$ cat src/rtl/mwvm_pkg.sv
// Shared types, constants and the arctangent table of the mecanum wheel mixer.
`default_nettype none

package mwvm_pkg;

  // Default number of heading bits used by the rotation pipeline.
  localparam int HEADING_BITS_DEF = 16;
  localparam int ATAN_ENTRIES     = 24;

  // Width of the cosine and sine values, Q0.30 in a signed 32-bit word.
  localparam int TRIG_W = 32;
  localparam logic signed [TRIG_W-1:0] CORDIC_K = 32'sd652032874;

  // Configuration port.
  localparam int CFG_IDX_W  = 2;
  localparam int CFG_DATA_W = 24;
  localparam logic [CFG_IDX_W-1:0] CFG_FRAME_MODE = 2'd0;
  localparam logic [CFG_IDX_W-1:0] CFG_ARM_LENGTH = 2'd1;
  localparam logic [CFG_IDX_W-1:0] CFG_RPM_GAIN   = 2'd2;

  // Frame mode register codes; the spare code behaves as standby.
  localparam logic [1:0] MODE_STANDBY = 2'd0;
  localparam logic [1:0] MODE_ROBOT   = 2'd1;
  localparam logic [1:0] MODE_WORLD   = 2'd2;

  // Queue between the rotation front end and the wheel back end.
  localparam int FIFO_DEPTH = 4;
  localparam int FIFO_PTR_W = $clog2(FIFO_DEPTH);
  localparam int FIFO_CNT_W = $clog2(FIFO_DEPTH + 1);

  // Class that the front end gives each request.
  typedef enum logic [1:0] {
    CLS_STANDBY = 2'd0,
    CLS_ROBOT   = 2'd1,
    CLS_WORLD   = 2'd2
  } frame_cls_t;

  typedef struct packed {
    logic signed [15:0] speed_x;
    logic signed [15:0] speed_y;
    logic signed [15:0] turn_rate;
    logic        [15:0] heading;
  } in_item_t;

  typedef struct packed {
    logic signed [15:0] rpm_right_front;
    logic signed [15:0] rpm_right_back;
    logic signed [15:0] rpm_left_back;
    logic signed [15:0] rpm_left_front;
    logic               saturated;
  } out_item_t;

  // Request as it leaves the front end: class, speeds and heading trig values.
  typedef struct packed {
    frame_cls_t                cls;
    logic signed [15:0]        speed_x;
    logic signed [15:0]        speed_y;
    logic signed [15:0]        turn_rate;
    logic signed [TRIG_W-1:0]  cos_v;
    logic signed [TRIG_W-1:0]  sin_v;
  } trig_item_t;

  // Arctangent of 2^-idx as a fraction of a full turn, 2^32 per turn.
  function automatic logic signed [TRIG_W-1:0] atan_turn(input int idx);
    logic signed [TRIG_W-1:0] v;
    case (idx)
      0:       v = 32'sh20000000;
      1:       v = 32'sh12E4051E;
      2:       v = 32'sh09FB385B;
      3:       v = 32'sh051111D4;
      4:       v = 32'sh028B0D43;
      5:       v = 32'sh0145D7E1;
      6:       v = 32'sh00A2F61E;
      7:       v = 32'sh00517C55;
      8:       v = 32'sh0028BE53;
      9:       v = 32'sh00145F2F;
      10:      v = 32'sh000A2F98;
      11:      v = 32'sh000517CC;
      12:      v = 32'sh00028BE6;
      13:      v = 32'sh000145F3;
      14:      v = 32'sh0000A2FA;
      15:      v = 32'sh0000517D;
      16:      v = 32'sh000028BE;
      17:      v = 32'sh0000145F;
      18:      v = 32'sh00000A30;
      19:      v = 32'sh00000518;
      20:      v = 32'sh0000028C;
      21:      v = 32'sh00000146;
      22:      v = 32'sh000000A3;
      23:      v = 32'sh00000051;
      default: v = '0;
    endcase
    return v;
  endfunction

endpackage

`default_nettype wire

$ cat src/rtl/mwvm_fifo.sv
// Short request queue between the front end and the back end.
`default_nettype none

module mwvm_fifo
  import mwvm_pkg::*;
(
  input  logic       clk,
  input  logic       rst_n,
  input  logic       push_valid,
  output logic       push_ready,
  input  trig_item_t push_data,
  output logic       pop_valid,
  input  logic       pop_ready,
  output trig_item_t pop_data
);

  localparam logic [FIFO_CNT_W-1:0] FULL_CNT = FIFO_CNT_W'(FIFO_DEPTH);

  trig_item_t              mem_r [0:FIFO_DEPTH-1];
  logic [FIFO_PTR_W-1:0]   wr_ptr_r;
  logic [FIFO_PTR_W-1:0]   rd_ptr_r;
  logic [FIFO_CNT_W-1:0]   cnt_r;
  logic [FIFO_CNT_W-1:0]   cnt_nxt;
  logic                    do_push;
  logic                    do_pop;

  assign push_ready = (cnt_r != FULL_CNT);
  assign pop_valid  = (cnt_r != '0);
  assign pop_data   = mem_r[rd_ptr_r];
  assign do_push    = push_valid && push_ready;
  assign do_pop     = pop_valid && pop_ready;

  // Occupancy follows pushes and pops.
  always_comb begin
    case ({do_push, do_pop})
      2'b10:   cnt_nxt = cnt_r + 1'b1;
      2'b01:   cnt_nxt = cnt_r - 1'b1;
      default: cnt_nxt = cnt_r;
    endcase
  end

  always_ff @(posedge clk) begin
    if (!rst_n) begin
      wr_ptr_r <= '0;
      rd_ptr_r <= '0;
      cnt_r    <= '0;
    end else begin
      cnt_r <= cnt_nxt;
      if (do_push) begin
        wr_ptr_r <= wr_ptr_r + 1'b1;
      end
      if (do_pop) begin
        rd_ptr_r <= rd_ptr_r + 1'b1;
      end
    end
  end

  // Storage needs no reset; entries are only read once written.
  always_ff @(posedge clk) begin
    if (do_push) begin
      mem_r[wr_ptr_r] <= push_data;
    end
  end

endmodule

`default_nettype wire

$ cat config.mk
export PLATFORM = sky130hd
export DESIGN_NAME = mwvm_fifo
export DESIGN_NICKNAME = d
export VERILOG_FILES = /design/src/rtl/mwvm_pkg.sv /design/src/rtl/mwvm_fifo.sv
export SDC_FILE = /design/constraint.sdc
export NUM_CORES = 1
export LEC_CHECK = 0
export BUFFER_PORTS_ARGS = -buffer_cell sky130_fd_sc_hd__buf_2
export CAP_MARGIN = 40
export CORE_ASPECT_RATIO = 1.25
export CORE_UTILIZATION = 61
export DETAILED_ROUTE_END_ITERATION = 16
export PLACE_DENSITY_LB_ADDON = 0.12
export SLEW_MARGIN = 15
export SYNTH_ARGS = -nofsm -noshare
export SYNTH_HDL_FRONTEND = slang
export SYNTH_SLANG_ARGS = --single-unit
$ cat constraint.sdc
create_clock -name clk -period 6.8 [get_ports clk]
set_input_delay 1.36 -clock clk [delete_from_list [all_inputs] [get_ports clk]]
set_output_delay 1.36 -clock clk [all_outputs]
set_load 0.03 [all_outputs]
==> load_flow_metrics.sql <==
INSERT INTO impl_metrics (metric_group, metric, value, unit) VALUES
('die', 'die-area', '28400', 'um2'),
('timing', 'timing.final.ws_setup', '2740', 'ps'),
('power', 'leakage', '6.69', 'nW'),
('timing', 'layout_min_cycle_time', '4060', 'ps'),
('critical_path', 'path_class', 'flip-flop to primary output', ''),
('grt', 'grt_max_degree', '66', ''),
('outcome', 'run_status', 'finished, final reports clean', ''),
('placement', 'globalplace.congestion', '0.713', ''),
('grt', 'grt_pass1_wl', '46200', 'um'),
('drt', 'drtIter0Drc', '419', ''),
('critical_path', 'cp.required', '5440', 'ps'),
('drt', 'drt_drc_violations_left', '0', ''),
('cts', 'clock_sink_count', '465', ''),
('synthesis', 'synth_seq_area_share', '81.9', '%'),
('critical_path', 'cp.buffers_inverters', '3', ''),
('timing', 'finalCritPeriodShare', '59.7', '%'),
('drt', 'wl_per_cell', '23.8', 'um'),
('drt', 'ant_nets', '0', ''),
('synthesis', 'synth.ff_latch_count', '465', ''),
('cts', 'tritoncts.num_buffers', '43', ''),
('die', 'die_x', '151', 'um'),
('drt', 'dr_vias', '7576', ''),
('synthesis', 'synth_cell_types', '23', ''),
('grt', 'global_route.usage.total', '22.2', '%'),
('timing', 'slew-limit-headroom', '47.3', '%'),
('placement', 'numPortBuffers', '233', ''),
('synthesis', 'post_syn_instances', '648', ''),
('placement', 'post-place-ws', '2950', 'ps'),
('cells_and_area', 'area.growth.synth_to_final', '18.0', '%'),
('drt', 'drt-vias-per-instance', '5.86', ''),
('timing', 'max_slew.worst_pin.slew', '790', 'ps'),
('drt', 'route.final.wire_length', '30800', 'um'),
('critical_path', 'critical_path_peak_fanout', '47', ''),
('cts', 'clkTransAtPathRegs', '60', 'ps'),
('die', 'core_area', '27100', 'um2'),
('critical_path', 'cpLargestDelayFamily', 'buffers and inverters', ''),
('synthesis', 'synth-warning-count', '0', ''),
('cts', 'clockRootBuffer', 'clkbuf_16', ''),
('timing', 'setup_tns', '0', 'ps'),
('critical_path', 'worst_path_largest_cell_delay', '700', 'ps'),
('timing', 'timing.final.setup_violations', '0', ''),
('cts', 'cts_repair_resize_count', '0', ''),
('power', 'peak_ir_drop_on_the_vdd_network', '0.000338', 'V'),
('drt', 'detailedRoute.firstPassIterationCount', '7', ''),
('critical_path', 'arrival_time_of_data_at_the_critical_path_endpoint', '2700', 'ps'),
('grt', 'grt-ovfl-total', '0', ''),
('power', 'power-per-cell-area', '406', 'nW/um2'),
('timing', 'drv_slew', '0', ''),
('cts', 'ctsHoldBuffers', '0', ''),
('cts', 'max-clock-path-buffers', '3', ''),
('synthesis', 'syn_avg_cell_area', '26.1', 'um2'),
('cts', 'insertion_delay', '530', 'ps'),
('grt', 'number_of_antenna_violations_at_the_first_check_in_global_routing', '8', ''),
('critical_path', 'timing.critical_path.to_type', 'primary output', ''),
('critical_path', 'critical_path.cell_chain', 'buf_16 > buf_4 > mux4_2 > buf_2', ''),
('timing', 'finalClockSkew', '12.9', 'ps'),
('critical_path', 'startpoint_type', 'flip-flop', ''),
('timing', 'rsz_0062_raised_after_global_routing', 'no', ''),
('die', 'floorplan.die.height', '188', 'um'),
('cells_and_area', 'drive_gt1_share', '45.1', '%'),
('cts', 'cts.htree.levels', '2', ''),
('min_path', 'min_path_type', 'flip-flop to flip-flop', ''),
('timing', 'fmaxAchievable', '246', 'MHz'),
('cts', 'tritoncts', 'built', ''),
('die', 'placementRows', '67', ''),
('grt', 'first_global_vias', '8076', ''),
('critical_path', 'critical_path_cell_with_the_highest_stage_delay', 'dfxtp_4', ''),
('synthesis', 'netlist_area', '16900', 'um2'),
('timing', 'hold_violations', '0', ''),
('synthesis', 'syn-num-nets', '772', ''),
('die', 'initial_utilization', '62.6', '%'),
('run', 'cap_violations', '0', ''),
('placement', 'dpl.hpwl', '19300', 'um'),
('cells_and_area', 'nNetsFinal', '1035', ''),
('cts', 'cts.repair_timing.setup_buffer_count', '0', ''),
('die', 'ioPinCount', '234', '');
power by group:
part           internal, mW  leakage (nW)  switching [mW]  total (mW)
combinational         0.822          1.74            1.33        2.15
sequential             3.46          4.26           0.125        3.58
clock                  1.43         0.690           0.953        2.38
through the flow:
stage | util (%) | power (mW) | cells | hold slack, ps | instance area (um2)
2_1_floorplan | - | 5.26 | 648 | 468 | 16900
3_3_place_gp | 68.0 | 5.74 | 1205 | 479 | 18400
3_5_place_dp | 68.6 | 5.83 | 1211 | 514 | 18600
4_1_cts | 73.8 | 8.20 | 1286 | 520 | 20000
5_1_grt | 73.8 | 8.42 | 1288 | 542 | 20000
6_report | 73.8 | 8.11 | 1293 | 512 | 20000
final timing paths:
check / slack, ps / cells after the start / from / endpoint
min reg2reg: 510 / 2 / wr_ptr_r[1]$_SDFFE_PN0P_ / wr_ptr_r[1]$_SDFFE_PN0P_
max reg2reg: 3940 / 5 / cnt_r[0]$_SDFFE_PN0P_ / mem_r[0][18]$_DFFE_PP_
min: 510 / 2 / wr_ptr_r[1]$_SDFFE_PN0P_ / wr_ptr_r[1]$_SDFFE_PN0P_
max: 2740 / 4 / flip-flop / pop_data[62]
cells by family (layout without fill, tap and decap cells):
family	count (synthesis)	in the layout	share of synthesized area, %
AO/OA/AOI/OAI	6	6	0.251
XOR/XNOR	4	4	0.207
other	0	7	0
multiplexers	116	116	15.3
buffers and inverters	33	326	1.34
flip-flops	465	465	81.9
AND/OR/NAND/NOR	18	18	0.561
adder cells (fa/ha/maj)	6	6	0.487
cell usage after synthesis (all sizes together):
| master | instances | share of area [%] |
|---|---|---|
| xor2 | 1 | 0.052 |
| nand2 | 6 | 0.13 |
| ha | 5 | 0.37 |
| o21ai | 2 | 0.059 |
| buf | 21 | 1.1 |
| mux4 | 114 | 15 |
| nor2b | 2 | 0.074 |
| inv | 6 | 0.13 |
| edfxtp | 456 | 81 |
| nor2 | 1 | 0.022 |
| fa | 1 | 0.12 |
| xnor2 | 3 | 0.16 |
| o31a | 1 | 0.052 |
| o311ai | 1 | 0.052 |
| clkbuf | 6 | 0.13 |
| or3 | 2 | 0.074 |
| a21boi | 2 | 0.089 |
| dfxtp | 9 | 1.1 |
| and2 | 7 | 0.26 |
| mux2i | 2 | 0.12 |
sequential cells by signal, summed over array words and instances (netlist names), named ones only:
signal,cells
mem_r,456
rd_ptr_r,2
wr_ptr_r,2
cnt_r,3
worst reg2reg max path, cell delays in order, from the launching register on:
cell and delay [ps]:
dfxtp_1 420, nor2_1 80, a21boi_1 500, and2_4 770, buf_4 390, buf_16 280
layer usage:
metal | track usage, % | vias to the layer above | share of wire [%]
met2 | 36.9 | 262 | 51
met5 | 0 | - | 0.078
met4 | 7.31 | 4 | 2.6
met1 | 28.6 | 3931 | 38
li1 | - | 3317 | -
met3 | 6.00 | 62 | 7.5
final cells by class:
type | instances | area (um2)
repair buffers | 245 | 1380
clock buffers | 51 | 1150
flip-flops and latches | 465 | 13900
well taps | 345 | 432
clock inverters | 24 | 260
inverters | 6 | 22.5
fillers | 1518 | 7080
multi-input cells | 150 | 2850
diodes | 7 | 17.5
cells in the final DEF, fill, tap and decap left out, types with 4 or more instances in the layout:
| cell | n |
|---|---|
| ha_1 | 5 |
| buf_16 | 5 |
| buf_2 | 233 |
| diode_2 | 7 |
| clkinv_2 | 7 |
| clkbuf_1 | 6 |
| clkinv_1 | 10 |
| nand2_1 | 6 |
| mux4_2 | 114 |
| dfxtp_1 | 7 |
| clkbuf_16 | 45 |
| and2_4 | 4 |
| bufinv_16 | 6 |
| buf_4 | 5 |
| inv_1 | 6 |
| edfxtp_1 | 456 |
(Power assumes the default switching activity.)
